**config.mk**
```make
export PLATFORM = sky130hd
export DESIGN_NAME = pidc_sermul
export DESIGN_NICKNAME = d
export VERILOG_FILES = /design/src/rtl/pid_step_with_integral_clamp_defines.svh /design/src/rtl/pidc_pkg.sv /design/src/rtl/pidc_sermul.sv
export SDC_FILE = /design/constraint.sdc
export NUM_CORES = 1
export LEC_CHECK = 0
export BUFFER_PORTS_ARGS = -buffer_cell sky130_fd_sc_hd__buf_2
export CAP_MARGIN = 20
export CORE_MARGIN = 8
export CORE_UTILIZATION = 60
export CTS_BUF_LIST = sky130_fd_sc_hd__clkbuf_4 sky130_fd_sc_hd__clkbuf_8
export DETAILED_ROUTE_END_ITERATION = 8
export GPL_TIMING_DRIVEN = 0
export PLACE_DENSITY_LB_ADDON = 0.08
export SLEW_MARGIN = 10
export SYNTH_ARGS = -nofsm -noshare
export SYNTH_HDL_FRONTEND = slang
export SYNTH_SLANG_ARGS = --single-unit
```
**constraint.sdc**
```tcl
create_clock -name clk -period 8.17 [get_ports clk]
set_input_delay 0.4085 -clock clk [delete_from_list [all_inputs] [get_ports clk]]
set_output_delay 0.4085 -clock clk [all_outputs]
set_load 0.01 [all_outputs]
```
**src/rtl/pid_step_with_integral_clamp_defines.svh**
```systemverilog
// assertion macros used by the pid controller top level
`ifndef PID_STEP_WITH_INTEGRAL_CLAMP_DEFINES_SVH
`define PID_STEP_WITH_INTEGRAL_CLAMP_DEFINES_SVH

// same-cycle implication, disabled while in reset
`define PIDC_ASSERT_NOW(lbl, ck, rn, ante, cons, msg) \
	lbl: assert property (@(posedge ck) disable iff (!rn) (ante) |-> (cons)) \
		else $error(msg);

// next-cycle implication, disabled while in reset
`define PIDC_ASSERT_NEXT(lbl, ck, rn, ante, cons, msg) \
	lbl: assert property (@(posedge ck) disable iff (!rn) (ante) |=> (cons)) \
		else $error(msg);

`endif

```
**src/rtl/pidc_pkg.sv**
```systemverilog
// shared widths, constants and register codes of the pid controller
package pidc_pkg;

	localparam int TEMP_W     = 16;
	localparam int TIME_W     = 16;
	localparam int GAIN_W     = 16;
	localparam int DRIVE_W    = 32;
	localparam int CFG_W      = 16;
	localparam int CFG_IDX_W  = 2;

	localparam int ERR_W      = TEMP_W + 1;
	localparam int ERRMAG_W   = TEMP_W;
	localparam int DIFF_W     = ERR_W + 1;
	localparam int DIFFMAG_W  = ERR_W;
	localparam int INTEG_W    = 25;
	localparam int INCSUM_W   = 29;
	localparam int ETPROD_W   = ERRMAG_W + TIME_W;
	localparam int DIVI_N_W   = ETPROD_W + 1;
	localparam int DIVI_D_W   = 7;
	localparam int INC_W      = 27;
	localparam int DERIV_W    = 27;
	localparam int TP_W       = ERRMAG_W + GAIN_W + 1;
	localparam int TIFULL_W   = INTEG_W + GAIN_W + 1;
	localparam int TI_W       = TIFULL_W - 4;
	localparam int TD_W       = DERIV_W + GAIN_W + 1;
	localparam int SUM_W      = 45;

	// error*16*t/1000 is worked as (2*error*t)/125
	localparam logic [DIVI_D_W-1:0] DIVI_DIVISOR = 7'd125;
	localparam logic [CFG_W-1:0]    LIMIT_RESET  = 16'd2000;

	localparam logic [DRIVE_W-1:0] DRIVE_MAX = 32'h7fff_ffff;
	localparam logic [DRIVE_W-1:0] DRIVE_MIN = 32'h8000_0000;

	typedef enum logic [CFG_IDX_W-1:0] {
		REG_KP    = 2'd0,
		REG_KI    = 2'd1,
		REG_KD    = 2'd2,
		REG_LIMIT = 2'd3
	} cfg_reg_t;

endpackage

```
**src/rtl/pidc_sermul.sv**
```systemverilog
// bit-serial unsigned shift-add multiplier, one multiplier bit per cycle
module pidc_sermul import pidc_pkg::*; #(
	parameter int WA = ERRMAG_W,
	parameter int WB = GAIN_W
) (
	input  logic             clk,
	input  logic             arst_n,
	input  logic             start,
	input  logic [WA-1:0]    a,
	input  logic [WB-1:0]    b,
	output logic             busy,
	output logic [WA+WB-1:0] prod
);

	localparam int CW = $clog2(WB + 1);

	logic [CW-1:0]    cnt_q;
	logic [WA-1:0]    a_q;
	logic [WA+WB-1:0] prod_q;
	logic [WA:0]      part;

	assign busy = cnt_q != '0;
	assign prod = prod_q;
	assign part = {1'b0, prod_q[WA+WB-1:WB]} + (prod_q[0] ? {1'b0, a_q} : '0);

	always_ff @(posedge clk or negedge arst_n) begin
		if (!arst_n) begin
			cnt_q <= '0;
		end else if (start) begin
			cnt_q <= CW'(WB);
		end else if (busy) begin
			cnt_q <= cnt_q - 1'b1;
		end
	end

	always_ff @(posedge clk) begin
		if (start) begin
			a_q    <= a;
			prod_q <= {{WA{1'b0}}, b};
		end else if (busy) begin
			prod_q <= {part, prod_q[WB-1:1]};
		end
	end

endmodule

```
Word level (Yosys, flattened, before mapping) --
Index checks and enable logic that the tools add are counted. Widths: inputs -> output; s select.
Word-level totals: register bits 53, bits of input ports 35
Cells by class: add/subtract/negate cells 2, multiplexer cells 5, reduce and logical (&&, ||, !) cells 2
Operators by type and width (number):
- $mux 16 | 3
- $add 16x16->17 | 1
- $mux 5 | 2
- $reduce_bool 5->1 | 1
- $sub 5x1->5 const B | 1
- $reduce_bool 2->1 | 1

Depth between registers and ports, before layout --
depth in word-level cells 4, mapped depth 9, depth with buffers taken out 8

Worst setup path after synthesis --
No wires, ideal clock.
path kind register to register, from register prod_q[0], in the netlist prod[0], to register prod_q[23], in the netlist prod[23], library setup time 127 ps, data arrival time 2633 ps, data required time 8043 ps, slack 5410 ps, cell stages (with the launch flop) 10, path buffers 1, path through edfxtp_1 clkbuf_1 and2_1 ha_1 fa_1 a21o_2 a31o_2 a2111oi_4 nor3_1 or3b_1
On the way: cells in the longest elaborated chain, start to end 2
Ends and longest elaborated chain:
- start, declared | RTL line pidc_sermul.sv:19 | logic [WA+WB-1:0] prod_q;
- start signal, assigned | RTL line pidc_sermul.sv:39 | prod_q <= {{WA{1'b0}}, b};
- start signal, assigned | RTL line pidc_sermul.sv:41 | prod_q <= {part, prod_q[WB-1:1]};
- $mux 16 | RTL line pidc_sermul.sv:24 | assign part = {1'b0, prod_q[WA+WB-1:WB]} + (prod_q[0] ? {1'b0, a_q} : '0);
- $add 16x16->17 | RTL line pidc_sermul.sv:24
Every way passes these cells. A chain may end at the register's enable or synchronous reset.

Worst setup path in the final report --
from register prod_q[0], in the netlist prod[0], to register prod_q[31], in the netlist prod[31]
Same word-level chain as after synthesis.

==> impl_metrics.yaml <==
worst_setup_path:
  path_cells: "clkbuf_1 -> and2_1 -> ha_1 -> fa_1 -> a21o_2 -> a311o_1 -> a21oi_1 -> a211o_1 -> a211oi_1"
  worstSetupPathType: "flip-flop to flip-flop"
  start_kind: "flip-flop"
  max_stage_delay_ns: 0.48
  critPathMaxFanout: 10
  end_kind: "flip-flop"
  required_ns: 8.35
  arrival_ns: 3.23
  cp_slowest_cell: "edfxtp_1"
  reg2reg_depth: 9
  r2r_slack_ns: 5.12
timing:
  fin_crit_sh_pct: 37.3
  grt_setup_unrepaired: "false"
  fmax_mhz: 328
  fin_skew_ns: 0.0198
  period_minus_slack_ns: 3.05
  slew_headroom_pct: 60.6
  tns_ns: 0
  setup_violations: 0
  worst_pin_slew_ns: 0.590
  hold_viol: 0
  drv_slew: 0
floorplan:
  die_w_um: 86.3
  core_um2: 4750
  initial_utilization_pct: 62.4
  die_y_um: 86.3
  pin_count: 68
  dieArea_um2: 7460
  rows: 25
cts:
  clk_path_buf_depth: 2
  cts_setup_buffers: 0
  cts.clk_slew.worst_paths_ns: 0.11
  cts_buffers: 5
  cts_num_sinks: 53
  cts_tree: "done"
  clk_latency_ns: 0.31
  root_buffer: "clkbuf_8"
  h-tree-depth: 2
grt:
  grt_max_degree: 21
  grt_util_met1_pct: 22.0
  met2_usage_pct: 27.3
  antenna_found_initial: 0
  grt.overflow.total: 0
  grt_pass1_wl_um: 10400
  top_usage_layer: "met2"
  track_usage_pct: 17.4
  grt_pass1_vias: 2239
  met3_usage_pct: 5.10
final_layout:
  final_nets: 402
  area_delta_synth_final_pct: 18.3
  final_cell_count_no_fill: 416
  drive_gt1_share_pct: 30.9
  nFillCells: 355
  layout_commonest_cell: "buf_2"
  antenna_cells: 0
  regArea_um2: 1410
  multi_input_area_um2: 1470
  layout_common_cells: "buf_2 (68), edfxtp_1 (32), a21oi_1 (24)"
  utilization_pct: 73.9
drt:
  wl_per_cell_um: 15.7
  ant_nets: 0
  drtPass1Iterations: 4
  wirelength_um: 6520
  drc: 0
  vias: 2346
  vias_per_cell: 5.64
  drtIter0Drc: 157
power:
  leakagePower_uw: 0.00151
  p_per_area_nw_per_um2: 303
  peakVddDrop_uv: 188
synthesis:
  netlist_area_um2: 2970
  synth_area_leaders: "edfxtp_1 (32%), dfxtp_1 (11%), ha_1 (7.6%)"
  netlist.area_leader.share_pct: 32.4
  yosysUniqueCellTypes: 57
  ys_seq_area_share_pct: 47.4
  syn_area_per_cell_um2: 10.9
  yosys_register_bits: 53
  postSynthCellCount: 273
  syn-num-nets: 327
  ys_warn_count: 0
  synth-edff-count: 32
  synth_async_sr_flop_share_pct: 9.43
  synth_flop_cell: "edfxtp_1"
  yosys.area.top_type: "edfxtp_1"
place:
  dp.final_hpwl_um: 5060
  gp_congestion: 0.827
  portBuffers: 67
  dpl.cell_count: 407
worst_hold_path:
  min_path_cells: 1
  holdCritPathClass: "primary input to flip-flop"
outcome:
  status: "finished clean"
run:
  maxCapViolations: 0
[stage by stage]
stage	area [um^2]	setup slack (ns)	power, uW	hold slack [ns]
2_1_floorplan	2970	5.41	748	0.113
3_3_place_gp	3390	5.15	875	0.229
3_5_place_dp	3390	5.12	887	0.231
4_1_cts	3510	5.09	1070	0.254
5_1_grt	3510	4.89	1140	0.255
6_report	3510	5.12	1070	0.260
[state kept, by name (all words and copies together) (netlist names)]
register,cells
a_q,16
cnt_q,5
prod,32
[report_power, final]
group | switching, uW | internal [uW] | leakage (uW) | total (uW)
logic | 267 | 204 | 0.000929 | 471
registers | 50.0 | 362 | 0.000520 | 411
clock network | 87.1 | 95.4 | 0.0000588 | 183
total | 404 | 661 | 0.00151 | 1070
[Yosys cell counts (all sizes together) (7+ instances only)]
cell type,count
ha,18
mux2,16
edfxtp,32
nand2,18
o21ai,8
dfxtp,16
and2,17
a21oi,25
nand3,9
nor2,20
inv,12
nor3,7
[logic make-up after synthesis]
family	after synthesis	synth area share, %
AO/OA/AOI/OAI	65	16.7
XOR/XNOR	5	1.48
adder cells (fa/ha/maj)	19	8.26
buffers and inverters	21	3.20
flip-flops	53	47.4
multiplexers	17	6.41
AND/OR/NAND/NOR	93	16.6
[final cells by class]
class | instances | area share, %
buffer | 9 | 1.42
clock buffer | 6 | 2.17
clock inverter | 2 | 1.10
inverter | 12 | 1.28
multi-input combinational | 199 | 41.8
sequential | 53 | 40.0
tap | 67 | 2.39
timing repair buffer | 68 | 9.83
[routing by layer]
metal	wire (um)	vias up
met1	2880	1091
met2	3120	71
li1	-	1175
met4	89	0
met3	435	9
met5	0	-
[worst paths after layout]
path,start,endpoint
max in group asynchronous,arst_n,cnt_q[0]$_DFFE_PN0P_
min reg2reg,prod[18]$_SDFFE_PP0P_,prod[18]$_SDFFE_PP0P_
max reg2reg,prod[0]$_DFFE_PP_,prod[31]$_SDFFE_PP0P_
max,prod[0]$_DFFE_PP_,prod[31]$_SDFFE_PP0P_
min,a[5],a_q[5]$_DFFE_PP_
min in group asynchronous,arst_n,cnt_q[3]$_DFFE_PN0P_
[worst max-delay path, delay by kind of cell, from the launching register on]
kind,cells,cell delay (ns)
buf+inv,1,0.23
simple gates,1,0.20
flops,1,0.48
compound gates,5,1.37
fa+ha+maj,2,0.63
[repair_timing]
action / CTS / global route
endpoints found under the hold margin: 5 / 0
gates resized for setup: 0 / 0
hold buffers: 1 / 0
No activity file was read; power rests on OpenSTA's default activity.
