### src/rtl/pid_step_with_integral_clamp_defines.svh
// assertion macros used by the pid controller top level
`ifndef PID_STEP_WITH_INTEGRAL_CLAMP_DEFINES_SVH
`define PID_STEP_WITH_INTEGRAL_CLAMP_DEFINES_SVH

// same-cycle implication, disabled while in reset
`define PIDC_ASSERT_NOW(lbl, ck, rn, ante, cons, msg) \
	lbl: assert property (@(posedge ck) disable iff (!rn) (ante) |-> (cons)) \
		else $error(msg);

// next-cycle implication, disabled while in reset
`define PIDC_ASSERT_NEXT(lbl, ck, rn, ante, cons, msg) \
	lbl: assert property (@(posedge ck) disable iff (!rn) (ante) |=> (cons)) \
		else $error(msg);

`endif

### src/rtl/pidc_pkg.sv
// shared widths, constants and register codes of the pid controller
package pidc_pkg;

	localparam int TEMP_W     = 16;
	localparam int TIME_W     = 16;
	localparam int GAIN_W     = 16;
	localparam int DRIVE_W    = 32;
	localparam int CFG_W      = 16;
	localparam int CFG_IDX_W  = 2;

	localparam int ERR_W      = TEMP_W + 1;
	localparam int ERRMAG_W   = TEMP_W;
	localparam int DIFF_W     = ERR_W + 1;
	localparam int DIFFMAG_W  = ERR_W;
	localparam int INTEG_W    = 25;
	localparam int INCSUM_W   = 29;
	localparam int ETPROD_W   = ERRMAG_W + TIME_W;
	localparam int DIVI_N_W   = ETPROD_W + 1;
	localparam int DIVI_D_W   = 7;
	localparam int INC_W      = 27;
	localparam int DERIV_W    = 27;
	localparam int TP_W       = ERRMAG_W + GAIN_W + 1;
	localparam int TIFULL_W   = INTEG_W + GAIN_W + 1;
	localparam int TI_W       = TIFULL_W - 4;
	localparam int TD_W       = DERIV_W + GAIN_W + 1;
	localparam int SUM_W      = 45;

	// error*16*t/1000 is worked as (2*error*t)/125
	localparam logic [DIVI_D_W-1:0] DIVI_DIVISOR = 7'd125;
	localparam logic [CFG_W-1:0]    LIMIT_RESET  = 16'd2000;

	localparam logic [DRIVE_W-1:0] DRIVE_MAX = 32'h7fff_ffff;
	localparam logic [DRIVE_W-1:0] DRIVE_MIN = 32'h8000_0000;

	typedef enum logic [CFG_IDX_W-1:0] {
		REG_KP    = 2'd0,
		REG_KI    = 2'd1,
		REG_KD    = 2'd2,
		REG_LIMIT = 2'd3
	} cfg_reg_t;

endpackage

### src/rtl/pidc_serdiv.sv
// restoring unsigned divider, one quotient bit per cycle
module pidc_serdiv import pidc_pkg::*; #(
	parameter int WN = DERIV_W,
	parameter int WD = TIME_W
) (
	input  logic          clk,
	input  logic          arst_n,
	input  logic          start,
	input  logic [WN-1:0] dividend,
	input  logic [WD-1:0] divisor,
	output logic          busy,
	output logic [WN-1:0] quotient
);

	localparam int CW = $clog2(WN + 1);

	logic [CW-1:0] cnt_q;
	logic [WD-1:0] rem_q;
	logic [WD-1:0] d_q;
	logic [WN-1:0] quo_q;
	logic [WD:0]   cur;
	logic [WD+1:0] trial;

	assign busy     = cnt_q != '0;
	assign quotient = quo_q;
	assign cur      = {rem_q, quo_q[WN-1]};
	assign trial    = {1'b0, cur} - {2'b00, d_q};

	always_ff @(posedge clk or negedge arst_n) begin
		if (!arst_n) begin
			cnt_q <= '0;
		end else if (start) begin
			cnt_q <= CW'(WN);
		end else if (busy) begin
			cnt_q <= cnt_q - 1'b1;
		end
	end

	always_ff @(posedge clk) begin
		if (start) begin
			rem_q <= '0;
			d_q   <= divisor;
			quo_q <= dividend;
		end else if (busy) begin
			// borrow means the trial subtract failed, keep the partial remainder
			rem_q <= trial[WD+1] ? cur[WD-1:0] : trial[WD-1:0];
			quo_q <= {quo_q[WN-2:0], ~trial[WD+1]};
		end
	end

endmodule

### config.mk
export PLATFORM = sky130hd
export DESIGN_NAME = pidc_serdiv
export DESIGN_NICKNAME = d
export VERILOG_FILES = /design/src/rtl/pid_step_with_integral_clamp_defines.svh /design/src/rtl/pidc_pkg.sv /design/src/rtl/pidc_serdiv.sv
export SDC_FILE = /design/constraint.sdc
export NUM_CORES = 1
export LEC_CHECK = 0
export BUFFER_PORTS_ARGS = -buffer_cell sky130_fd_sc_hd__buf_4
export CORE_AREA = 4 4 137 106
export CTS_BUF_LIST = sky130_fd_sc_hd__clkbuf_4 sky130_fd_sc_hd__clkbuf_8
export DETAILED_ROUTE_END_ITERATION = 7
export DIE_AREA = 0 0 141 110
export PLACE_DENSITY = 0.57
export SYNTH_ARGS = -nofsm -noshare
export SYNTH_HDL_FRONTEND = slang
export SYNTH_SLANG_ARGS = --single-unit
### constraint.sdc
create_clock -name clk -period 2.45 [get_ports clk]
set_clock_uncertainty 0.05 [all_clocks]
set_input_delay 0 -clock clk [delete_from_list [all_inputs] [get_ports clk]]
set_output_delay 0 -clock clk [all_outputs]
set_load 0.1 [all_outputs]
---- Yosys cells after proc, flatten, opt, wreduce, memory -nomap -nowiden ----
Cells that the tools add are included.
storage, ports and cells
  input bits .............................. 46
  register bits after elaboration ......... 64
  output and inout port bits .............. 28
  logic and storage cells ................. 14
operators by class
  reductions and logical operators ........ 2
  add/subtract/negate cells ............... 2
  multiplexer cells ....................... 5
  bitwise gates (word level) .............. 1
operators with widths
  kind                   count
  $mux W27               2
  $sub A17 B16 Y18       1
  $mux W16               1
  $mux W5                2
  $reduce_bool A5 Y1     1
  $sub A5 B1 Y5 const B  1
  $reduce_bool A2 Y1     1
  $not A1 Y1             1

---- Longest topological paths before layout ----
Gate-level depths: netlist of run 1.
  word-level depth ........................ 4
  gate-level depth with buffers ........... 11
  depth with buffers taken out ............ 11

---- Worst setup path before layout of run 1 ----
Ideal clock, no wire load.
  path kind ............................... flip-flop to flip-flop
  start point ............................. register quo_q[26], in the netlist quotient[26]
  end point ............................... register rem_q[2]
  period minus slack after synthesis ...... 2.922 ns
  stages on the path, launching flop included .. 10
  data arrival time ....................... 2.810 ns
  buffers on the path ..................... 0
  setup time .............................. 0.062 ns
  required time ........................... 2.338 ns
  setup slack ............................. -0.472 ns
  cell sequence ........................... edfxtp_1 -> inv_1 -> ha_1 -> nor2b_2 -> o2111ai_2 -> a211o_1 -> a21o_2 -> o21a_4 -> or4_1 -> nand3_1
between the ends
  word-level cells in the longest chain between the ends .. 2
ends and longest elaborated chain
  item                    RTL line           RTL
  start, declared         pidc_serdiv.sv:20  logic [WN-1:0] quo_q;
  start signal, assigned  pidc_serdiv.sv:43  quo_q <= dividend;
  start signal, assigned  pidc_serdiv.sv:47  quo_q <= {quo_q[WN-2:0], ~trial[WD+1]};
  $sub A17 B16 Y18        pidc_serdiv.sv:27  assign trial = {1'b0, cur} - {2'b00, d_q};
  $mux W16                pidc_serdiv.sv:46  rem_q <= trial[WD+1] ? cur[WD-1:0] : trial[WD-1:0];
  end signal, assigned    pidc_serdiv.sv:46
  end, declared           pidc_serdiv.sv:18  logic [WD-1:0] rem_q;
No other way between the ends.
A chain may end at the register's enable or synchronous reset.

---- Worst setup path after layout of run 1 ----
  start point ............................. register d_q[1]
  end point ............................... register rem_q[1]
between the ends
  word-level cells in the longest chain between the ends .. 2
ends and longest elaborated chain
  item                    RTL line           RTL
  start, declared         pidc_serdiv.sv:19  logic [WD-1:0] d_q;
  start signal, assigned  pidc_serdiv.sv:42  d_q <= divisor;
  $sub A17 B16 Y18        pidc_serdiv.sv:27
  $mux W16                pidc_serdiv.sv:46
No other way between the ends.

==> run metrics, run 1 <==
Clk Latency, worst-skew pair 0.34 ns; Die ar. 15510 um^2; H-tree depth 3; DR vias 2775; Synth area leaders edfxtp_1, dfxtp_1, mux2_2; Syn Area/Cell 11.76 um^2; worst hold margin 0.1601 ns; CP startpoint kind flip-flop; number of synthesized flops with an enable pin 43; CTS tree done; post-layout net count 501; RSZ-0062 raised after global routing yes; Die X 141 um; Hold/Removal Path Class input port to flip-flop; Synth Warn # 0; First-pass DRT Iterations 4; TritonCTS Buffers 9; initial core utilization 26.93%; first-pass GRT wire length 13.63 mm; grt met1 use 14.18%; P&R area growth vs syn 45.52%; Congestion Overflow GR 0; Net Count, Synth 362; met3 Use GR 3.105%; status completed; routing usage on met2 18.31%; crit path DAT 2.55 ns; Power Density 930.2 nW/um^2; CTS Buffer Depth 2; xor/xnor cell area share of the yosys netlist 4.011%; fin crit share 98.08%; total of max-cap violations 0; peak supply drop 0.5284 mV; Antenna diodes 0; post-synth cell types 51; final core utilization 39.19%; Chip Height 110 um; drt drc 0; Synth area leader edfxtp_1; post-synthesis mux area share 10.42%; largest net degree at the start of global routing 54; endpoints failing hold 0; io pins 74; routed length per instance 13.93 um; synthesized cell area 3493 um^2; DR iter-0 viols 148; Max Slew Vio Count 0; Root Buffer clkbuf_8; # setup viols final 0; Seq/Total Area, Yosys 49.71%; GR peak layer met2; Post-Syn Instances 297; WL final 8.527 mm; Compound-Gate Fraction of Synth Area 10.85%; Placement Rows 36; CP required 2.60 ns; Max transition margin 56.60%; clk slew on worst S/H paths 0.07 ns; All-Layer GR Usage 11.10%; vias in the first global route 2755; ys async rst share 7.813%; Synth Area in Simple Gates 12.64%; max frequency 416.1 MHz; drt via density 4.534; initial antenna violation count 0; top_reg_cell synth edfxtp_1; total of flip-flops plus latches after synthesis 64; Period minus WS final 2.403 ns; worst-path maximum fanout 8; Core Region 12970 um^2; critical path endpoint category flip-flop; placer's final routability congestion estimate 0.8125; post-synth top area share 36.96%; layout cells sized above 1 38.10%; hpwl dp 5.830 mm; critical path class flip-flop to flip-flop; leakage power 2.118 nW; Least-Margin Pin Slew 0.6510 ns; antenna-violating nets left 0; adder-cell share of the synthesized area 7.020%; Buffers on Ports 73; largest family of logic cells by synthesized area simple AND/OR/NAND/NOR gates; CTS Sinks 64
## layer usage
layer,vias to the layer above,share of wire [%]
li1,1368,-
met1,1329,47
met2,64,48
met3,14,3.9
met4,0,1.3
met5,-,0
## layout by cell type (no fill, tap or decap), types with 3 or more instances in the layout
cell	instances
a211oi_1	5
a21o_1	4
a21oi_1	13
buf_4	93
clkbuf_8	10
dfrtp_1	5
dfxtp_1	16
dlygate4sd3_1	45
edfxtp_1	43
ha_1	15
inv_1	21
mux2_2	26
mux2i_1	6
nand2_1	10
nand2b_1	4
nand3_1	3
nor2_1	21
nor3_1	9
nor3_2	9
nor4_1	8
o211ai_1	3
o21ai_0	4
xnor2_1	11
xor2_1	5
## worst max-delay path: stages (launching register included)
cell and delay, ns:
edfxtp_1 0.33, inv_1 0.07, ha_1 0.27, nor2b_4 0.17, o2111ai_4 0.13, a211o_1 0.33, a21o_4 0.25, o21a_4 0.25
buf_4 0.17, nor3_1 0.17, nor4_1 0.08
## registers in the layout (all words and copies together), names as in the netlist
signal	flops
cnt_q	5
d_q	16
quotient	27
rem_q	16
## final cells by class
cell class / count / area (um^2)
clock inverter: 4 / 21.27
tap: 171 / 214.0
fill: 1270 / 7889
multi-input combinational: 200 / 1709
sequential: 64 / 1737
clock buffer: 12 / 152.6
inverter: 21 / 78.83
timing repair buffer: 140 / 1171
## through the flow
stage / worst slack, ns / power (mW) / setup TNS [ns] / area, um^2 / cells
after floorplan: -0.4264 / 3.165 / -4.984 / 3551 / 297
after global placement: 0.05924 / 3.699 / 0 / 4355 / 549
after detailed placement: -0.01534 / 3.713 / -0.01534 / 4355 / 549
after CTS: -0.001932 / 4.646 / -0.001932 / 4996 / 610
after global routing: -0.04406 / 5.040 / -0.09679 / 5084 / 612
final: 0.04692 / 4.729 / 0 / 5084 / 612
## power by group
part           internal (mW)  switching [mW]  leakage [nW]  total [mW]
registers               1.35           0.127         0.628        1.48
clock network          0.411           0.401        0.0906       0.812
logic                   1.06            1.38          1.40        2.44
total                   2.82            1.91          2.12        4.73
## path summary, 6_finish.rpt
kind,from,to,slack (ns),cells past startpoint
max in group asynchronous,arst_n,cnt_q[0]$_DFFE_PN0P_,1.59,3
min in group asynchronous,arst_n,cnt_q[4]$_DFFE_PN0P_,0.56,3
min,start,d_q[2]$_DFFE_PP_,0.16,1
max,d_q[1]$_DFFE_PP_,rem_q[1]$_SDFFE_PP0P_,0.05,10
min reg2reg,rem_q[10]$_SDFFE_PP0P_,rem_q[10]$_SDFFE_PP0P_,0.47,2
max reg2reg,d_q[1]$_DFFE_PP_,rem_q[1]$_SDFFE_PP0P_,0.05,10
## cells in the mapped netlist, types with 2 or more instances
cell      number
o21ai_0        4
o211ai_1       3
nand4_1        2
o21ai_1        2
inv_1         21
or3_1          2
a211o_1        2
mux2_2        27
clkbuf_8       4
ha_1          18
nand3_1        3
dfrtp_1        5
mux2i_1        6
a21o_2         3
edfxtp_1      43
a21o_1         4
nor4_1         8
nor3b_1        2
a311oi_1       2
dfxtp_1       16
xor2_1         5
nor3_2         2
nor2_1        21
clkbuf_1       5
nand2b_1       4
nand2_1       10
buf_6          3
nor3_1        17
a211oi_1       7
a21oi_1       14
o21a_1         2
xnor2_1       11
## repair_timing
item / 4_1_cts / 5_1_grt
hold buffers: 45 / 0
endpoints found under the hold margin: 48 / 0
gates resized for setup: 3 / 13
setup buffers: 0 / 2
pin swaps: 2 / 7
setup endpoints to repair: 1 / 13
## logic make-up after synthesis
family	count (synthesis)
AOI/OAI and AO/OA	52
and+or+nand+nor	80
xor gates and xnor gates	16
adders and majority gates	19
muxes	33
buffers and inverters	33
DFF	64
Note: power is estimated with default switching activity, not from simulation.
==> run 2: changes to the inputs <==
RECOVER_POWER = 100   (was not set)
==> run 2 against run 1 <==
Net effect:
- count of clock-buffer cells in the layout unchanged
- sequential share of layout area increased by 0.87 points
- final cell count unchanged
- global-route usage unchanged
- largest cell class unchanged
- flip-flop and latch count unchanged
- routed wire length increased by 0.12%
- total power decreased by 1.2%
- worst setup slack about the same
- non-clock buffer count unchanged
- core utilization decreased by 0.97 points
==> run metrics, run 2 (same netlist as run 1, synthesis figures left out) <==
status completed; CP required 2.60 ns (about the same); TritonCTS Buffers 9 (unchanged); leakage power 2.005 nW (-5.3%); # setup viols final 0 (unchanged); fin crit share 98.07% (about the same); layout cells sized above 1 31.29% (-6.8 points); P&R area growth vs syn 41.91%; critical path class flip-flop to flip-flop; CP Cell Sequence inv_1 > ha_1 > nor2b_4 > o2111ai_4 > a211o_1 > a21o_4 > o21a_4 > buf_4 > nor3_1 > nor4_1; peak supply drop 0.5019 mV (-5.0%); io pins 74 (unchanged); Max Slew Vio Count 0 (unchanged); Max transition margin 18.51% (-38 points); RSZ-0062 raised after global routing yes; drt drc 0 (unchanged); Clk Latency, worst-skew pair 0.34 ns (about the same); critical path depth in cells 10 (unchanged); r2r endpoint rem_q[1]$_SDFFE_PP0P_; most frequent cells in the layout buf_4, dlygate4sd3_1, edfxtp_1, clkbuf_1, mux2_2; worst hold margin 0.1603 ns (+0.0001520 ns); Hold Path Sink d_q[2]$_DFFE_PP_; Register Area 1737 um^2 (unchanged); final non-filler cell total 612 (unchanged); min-delay src start; clk slew on worst S/H paths 0.07 ns (about the same); Placement Rows 36 (unchanged); Power Density 943.0 nW/um^2 (+1.4%); Multi-input gate area 1694 um^2 (-0.88%); CTS Sinks 64 (unchanged); drt via density 4.536 (about the same); crit path DAT 2.55 ns (about the same); antenna-violating nets left 0 (unchanged); Setup crit start d_q[1]$_DFFE_PP_; max reg flops 27 (unchanged); Final Instance Area 4957 um^2 (-2.5%); post-layout net count 501 (unchanged); First-pass DRT Iterations 4 (unchanged); Least-Margin Pin Slew 1.228 ns (+0.5766 ns); Core Region 12970 um^2 (unchanged); Hold/Removal Path Class input port to flip-flop; endpoints failing hold 0 (unchanged); WL final 8.537 mm (+0.12%); first-pass GRT wire length 13.63 mm (unchanged); CP delay by family, top compound AO/OA/AOI/OAI gates; worst r2r src d_q[1]$_DFFE_PP_; CP startpoint kind flip-flop; CTS Buffer Depth 2 (unchanged); fillers 1300 (+2.4%); commonest non-fill, non-tap cell in the layout buf_4; DP Area 4355 um^2 (unchanged); placer's final routability congestion estimate 0.8125 (unchanged); Buffers on Ports 73 (unchanged); worst hold stages 1 (unchanged); initial core utilization 26.93% (unchanged); H-tree depth 3 (unchanged); largest net degree at the start of global routing 54 (unchanged); Period minus WS final 2.403 ns (-0.0003213 ns); Slowest Stage Delay on Critical Path 0.33 ns (about the same); crit path buf inv count 2 (unchanged); Reg2Reg Setup Slack 0.05 ns (about the same); cell depth of the worst flop-to-flop path 10 (unchanged); initial antenna violation count 0 (unchanged); total of max-cap violations 0 (unchanged); Antenna diodes 0 (unchanged); Chip Height 110 um (unchanged); placed insts 549 (unchanged); Root Buffer clkbuf_8; critical path endpoint category flip-flop; DR vias 2776 (+0.036%); slowest CP cell edfxtp_1; hpwl dp 5.830 mm (unchanged); DR iter-0 viols 149 (+0.68%); Die X 141 um (unchanged); Placement Setup Slack -0.01534 ns (unchanged); All-Layer GR Usage 11.10% (unchanged); Die ar. 15510 um^2 (unchanged); Congestion Overflow GR 0 (unchanged); CTS tree done; setup slack after layout 0.04724 ns (+0.0003213 ns); max frequency 416.2 MHz (about the same); routed length per instance 13.95 um (+0.12%); worst-path maximum fanout 8 (unchanged); vias in the first global route 2755 (unchanged)
==> run 2: how the worst max path moves through the flow <==
stage,endpoint,slack (ns)
after global placement,rem_q[2]$_SDFFE_PP0P_,0.06
after detailed placement,rem_q[8]$_SDFFE_PP0P_,-0.02
final,rem_q[1]$_SDFFE_PP0P_,0.05
after CTS,rem_q[2]$_SDFFE_PP0P_,-0.002
after global routing,rem_q[3]$_SDFFE_PP0P_,-0.04
after floorplan,rem_q[2]$_SDFFE_PP0P_,-0.43
==> run 2: stage by stage <==
step           setup TNS [ns]  util, %  total power [mW]
2_1_floorplan          -4.984        -             3.165
3_3_place_gp                0    33.57             3.699
3_5_place_dp         -0.01534    33.57             3.713
4_1_cts             -0.001932    38.51             4.646
5_1_grt              -0.09679    38.21             4.985
6_report                    0    38.21             4.674
==> run 2: report_power, final <==
part,total [mW],internal [mW],switching [mW]
Sequential,1.48,1.35,0.125
Clock,0.813,0.411,0.402
Combinational,2.39,1.00,1.38
Total,4.67,2.77,1.91
==> run 2: area by class of cell <==
| cell class | count | area share [%] |
|---|---|---|
| clock inverters | 4 | 0.4291 |
| clock buffers | 12 | 3.079 |
| multi-input cells | 200 | 34.17 |
| inverters | 21 | 1.590 |
| well taps | 171 | 4.316 |
| flip-flops and latches | 64 | 35.03 |
| repair buffers | 140 | 21.38 |
==> run 2: per-layer routing <==
layer  vias to the layer above  part of all wire (%)  track usage, %
li1                       1368                     -               -
met1                      1330                    47           14.18
met2                        63                    48           18.31
met3                        15                   3.8           3.105
met4                         0                   1.4           3.665
met5                         -                     0               0
==> run 2: repair_timing <==
item                                    in CTS  in global routing
hold buffers                                45                  0
setup buffers                                0                  2
pin swaps                                    2                  7
endpoints found under the hold margin       48                  0
gates resized for setup                      3                 13
endpoints found under the setup margin       1                 13
==> run 3: changes to the inputs <==
--- a/constraint.sdc
+++ b/constraint.sdc
@@ -3,3 +3,3 @@
 set_input_delay 0 -clock clk [delete_from_list [all_inputs] [get_ports clk]]
 set_output_delay 0 -clock clk [all_outputs]
-set_load 0.1 [all_outputs]
+set_load 0.02 [all_outputs]
==> run 3 against run 2 <==
Net effect:
- worst setup slack about the same
- critical path depth is the same
- flip-flop and latch count did not move
- sequential power about the same
- critical endpoint is now rem_q[2]$_SDFFE_PP0P_
==> run metrics, run 3 (same netlist as run 1, synthesis figures left out) <==
initial core utilization 26.93% (unchanged); max reg flops 27 (unchanged); Congestion Overflow GR 0 (unchanged); Setup TNS 0 ns (unchanged); initial antenna violation count 0 (unchanged); Die ar. 15510 um^2 (unchanged); vias in the first global route 2711 (-1.6%); worst hold stages 2 (+1); Final Instance Area 4951 um^2 (-0.13%); H-tree depth 3 (unchanged); Power, Total 4.451 mW (-4.8%); critical path endpoint category flip-flop; endpoints failing hold 0 (unchanged); Chip Height 110 um (unchanged); final non-filler cell total 609 (-0.49%); All-Layer GR Usage 10.47% (-0.63 points); DP Area 4297 um^2 (-1.4%); DR iter-0 viols 149 (unchanged); hpwl dp 5.636 mm (-3.3%); worst hold margin 0.2022 ns (+0.04189 ns); worst-path maximum fanout 7 (-1); critical path class flip-flop to flip-flop; RSZ-0062 raised after global routing yes; largest net degree at the start of global routing 70 (+30%); CP startpoint kind flip-flop; Buffers on Ports 73 (unchanged); Reg2Reg Setup Slack 0.05 ns (about the same); Least-Margin Pin Slew 0.8289 ns (-0.3988 ns); Root Buffer clkbuf_8; Max transition margin 44.74% (+26 points); Core Region 12970 um^2 (unchanged); final core utilization 38.17% (-0.048 points); first-pass GRT wire length 13.01 mm (-4.6%); Hold Path Sink cnt_q[2]$_DFFE_PN0P_; leakage power 2.020 nW (+0.75%); Clk Latency, worst-skew pair 0.35 ns (about the same); Hold/Removal Path Class input port to flip-flop; routed length per instance 13.58 um (-2.7%); antenna-violating nets left 0 (unchanged); setup slack after layout 0.04702 ns (-0.0002192 ns); most frequent cells in the layout buf_4, dlygate4sd3_1, edfxtp_1, mux2_2, clkbuf_1; post-layout net count 498 (-0.60%); drt drc 0 (unchanged); Antenna diodes 0 (unchanged); # setup viols final 0 (unchanged); fin crit share 98.08% (about the same); commonest non-fill, non-tap cell in the layout buf_4; min-delay src start; WL final 8.268 mm (-3.2%); worst r2r src quotient[26]$_DFFE_PP_; clk slew on worst S/H paths 0.07 ns (about the same); max frequency 416.2 MHz (about the same); Placement Setup Slack 0.04336 ns (+0.05870 ns); Die X 141 um (unchanged); layout cells sized above 1 31.28% (about the same); Placement Rows 36 (unchanged); crit path DAT 2.64 ns (+0.09 ns); cell depth of the worst flop-to-flop path 10 (unchanged); CTS tree done; fillers 1346 (+3.5%); peak supply drop 0.4207 mV (-16%); Power Density 899.0 nW/um^2 (-4.7%); First-pass DRT Iterations 4 (unchanged); total of max-cap violations 0 (unchanged); CTS Buffer Depth 2 (unchanged); r2r endpoint rem_q[2]$_SDFFE_PP0P_; placed insts 546 (-0.55%); status completed; Period minus WS final 2.403 ns (+0.0002192 ns); CP required 2.69 ns (+0.09 ns); TritonCTS Buffers 9 (unchanged); Max Slew Vio Count 0 (unchanged); placer's final routability congestion estimate 0.8267 (+1.7%); io pins 74 (unchanged); P&R area growth vs syn 41.73%; DR vias 2692 (-3.0%); drt via density 4.420 (-2.5%); CTS Sinks 64 (unchanged)
## run 3: cell type report
cell class | count | area, um^2 | area share [%]
clock inverters | 6 | 82.58 | 1.668
flip-flops and latches | 64 | 1737 | 35.08
clock buffers | 10 | 137.6 | 2.780
inverters | 21 | 78.83 | 1.592
multi-input cells | 200 | 1645 | 33.23
well taps | 171 | 214.0 | 4.321
repair buffers | 137 | 1056 | 21.33
## run 3: worst max-delay path by stage
stage | end | startpoint | cells after the start | slack (ns)
after floorplan | rem_q[8]$_SDFFE_PP0P_ | quotient[26]$_DFFE_PP_ | 11 | 0.01
after global placement | rem_q[8]$_SDFFE_PP0P_ | quotient[26]$_DFFE_PP_ | 11 | 0.07
after detailed placement | rem_q[2]$_SDFFE_PP0P_ | d_q[1]$_DFFE_PP_ | 9 | 0.04
after CTS | rem_q[2]$_SDFFE_PP0P_ | d_q[1]$_DFFE_PP_ | 9 | 0.03
after global routing | rem_q[2]$_SDFFE_PP0P_ | quotient[26]$_DFFE_PP_ | 10 | -0.02
final | rem_q[2]$_SDFFE_PP0P_ | quotient[26]$_DFFE_PP_ | 10 | 0.05
## run 3: what timing repair did
action / 4_1_cts / 5_1_grt
endpoints found under the setup margin: 0 / 10
hold buffers: 45 / 0
resized for setup: 0 / 14
setup buffers: 0 / 2
hold endpoints to repair: 48 / 0
## run 3: where the power goes
part	switching, mW	total [mW]	internal, mW
Combinational	0.970	1.95	0.981
Clock	0.425	1.02	0.595
Sequential	0.128	1.48	1.35
Total	1.52	4.45	2.93
## run 3: critical path, stage by stage, from the launching register on
cell       delay, ns
edfxtp_1        0.35
inv_1           0.05
ha_2            0.18
buf_4           0.14
nor2b_4         0.11
o2111ai_2       0.15
a211o_1         0.32
a21o_4          0.24
o21a_4          0.22
or4_4           0.48
nand3_2         0.07
## run 3: metal layers
metal,vias to the layer above,global-route usage [%],part of all wire [%]
li1,1358,-,-
met1,1285,13.76,48
met2,39,16.50,47
met3,10,3.105,3.6
met4,0,3.734,1.2
met5,-,0,0
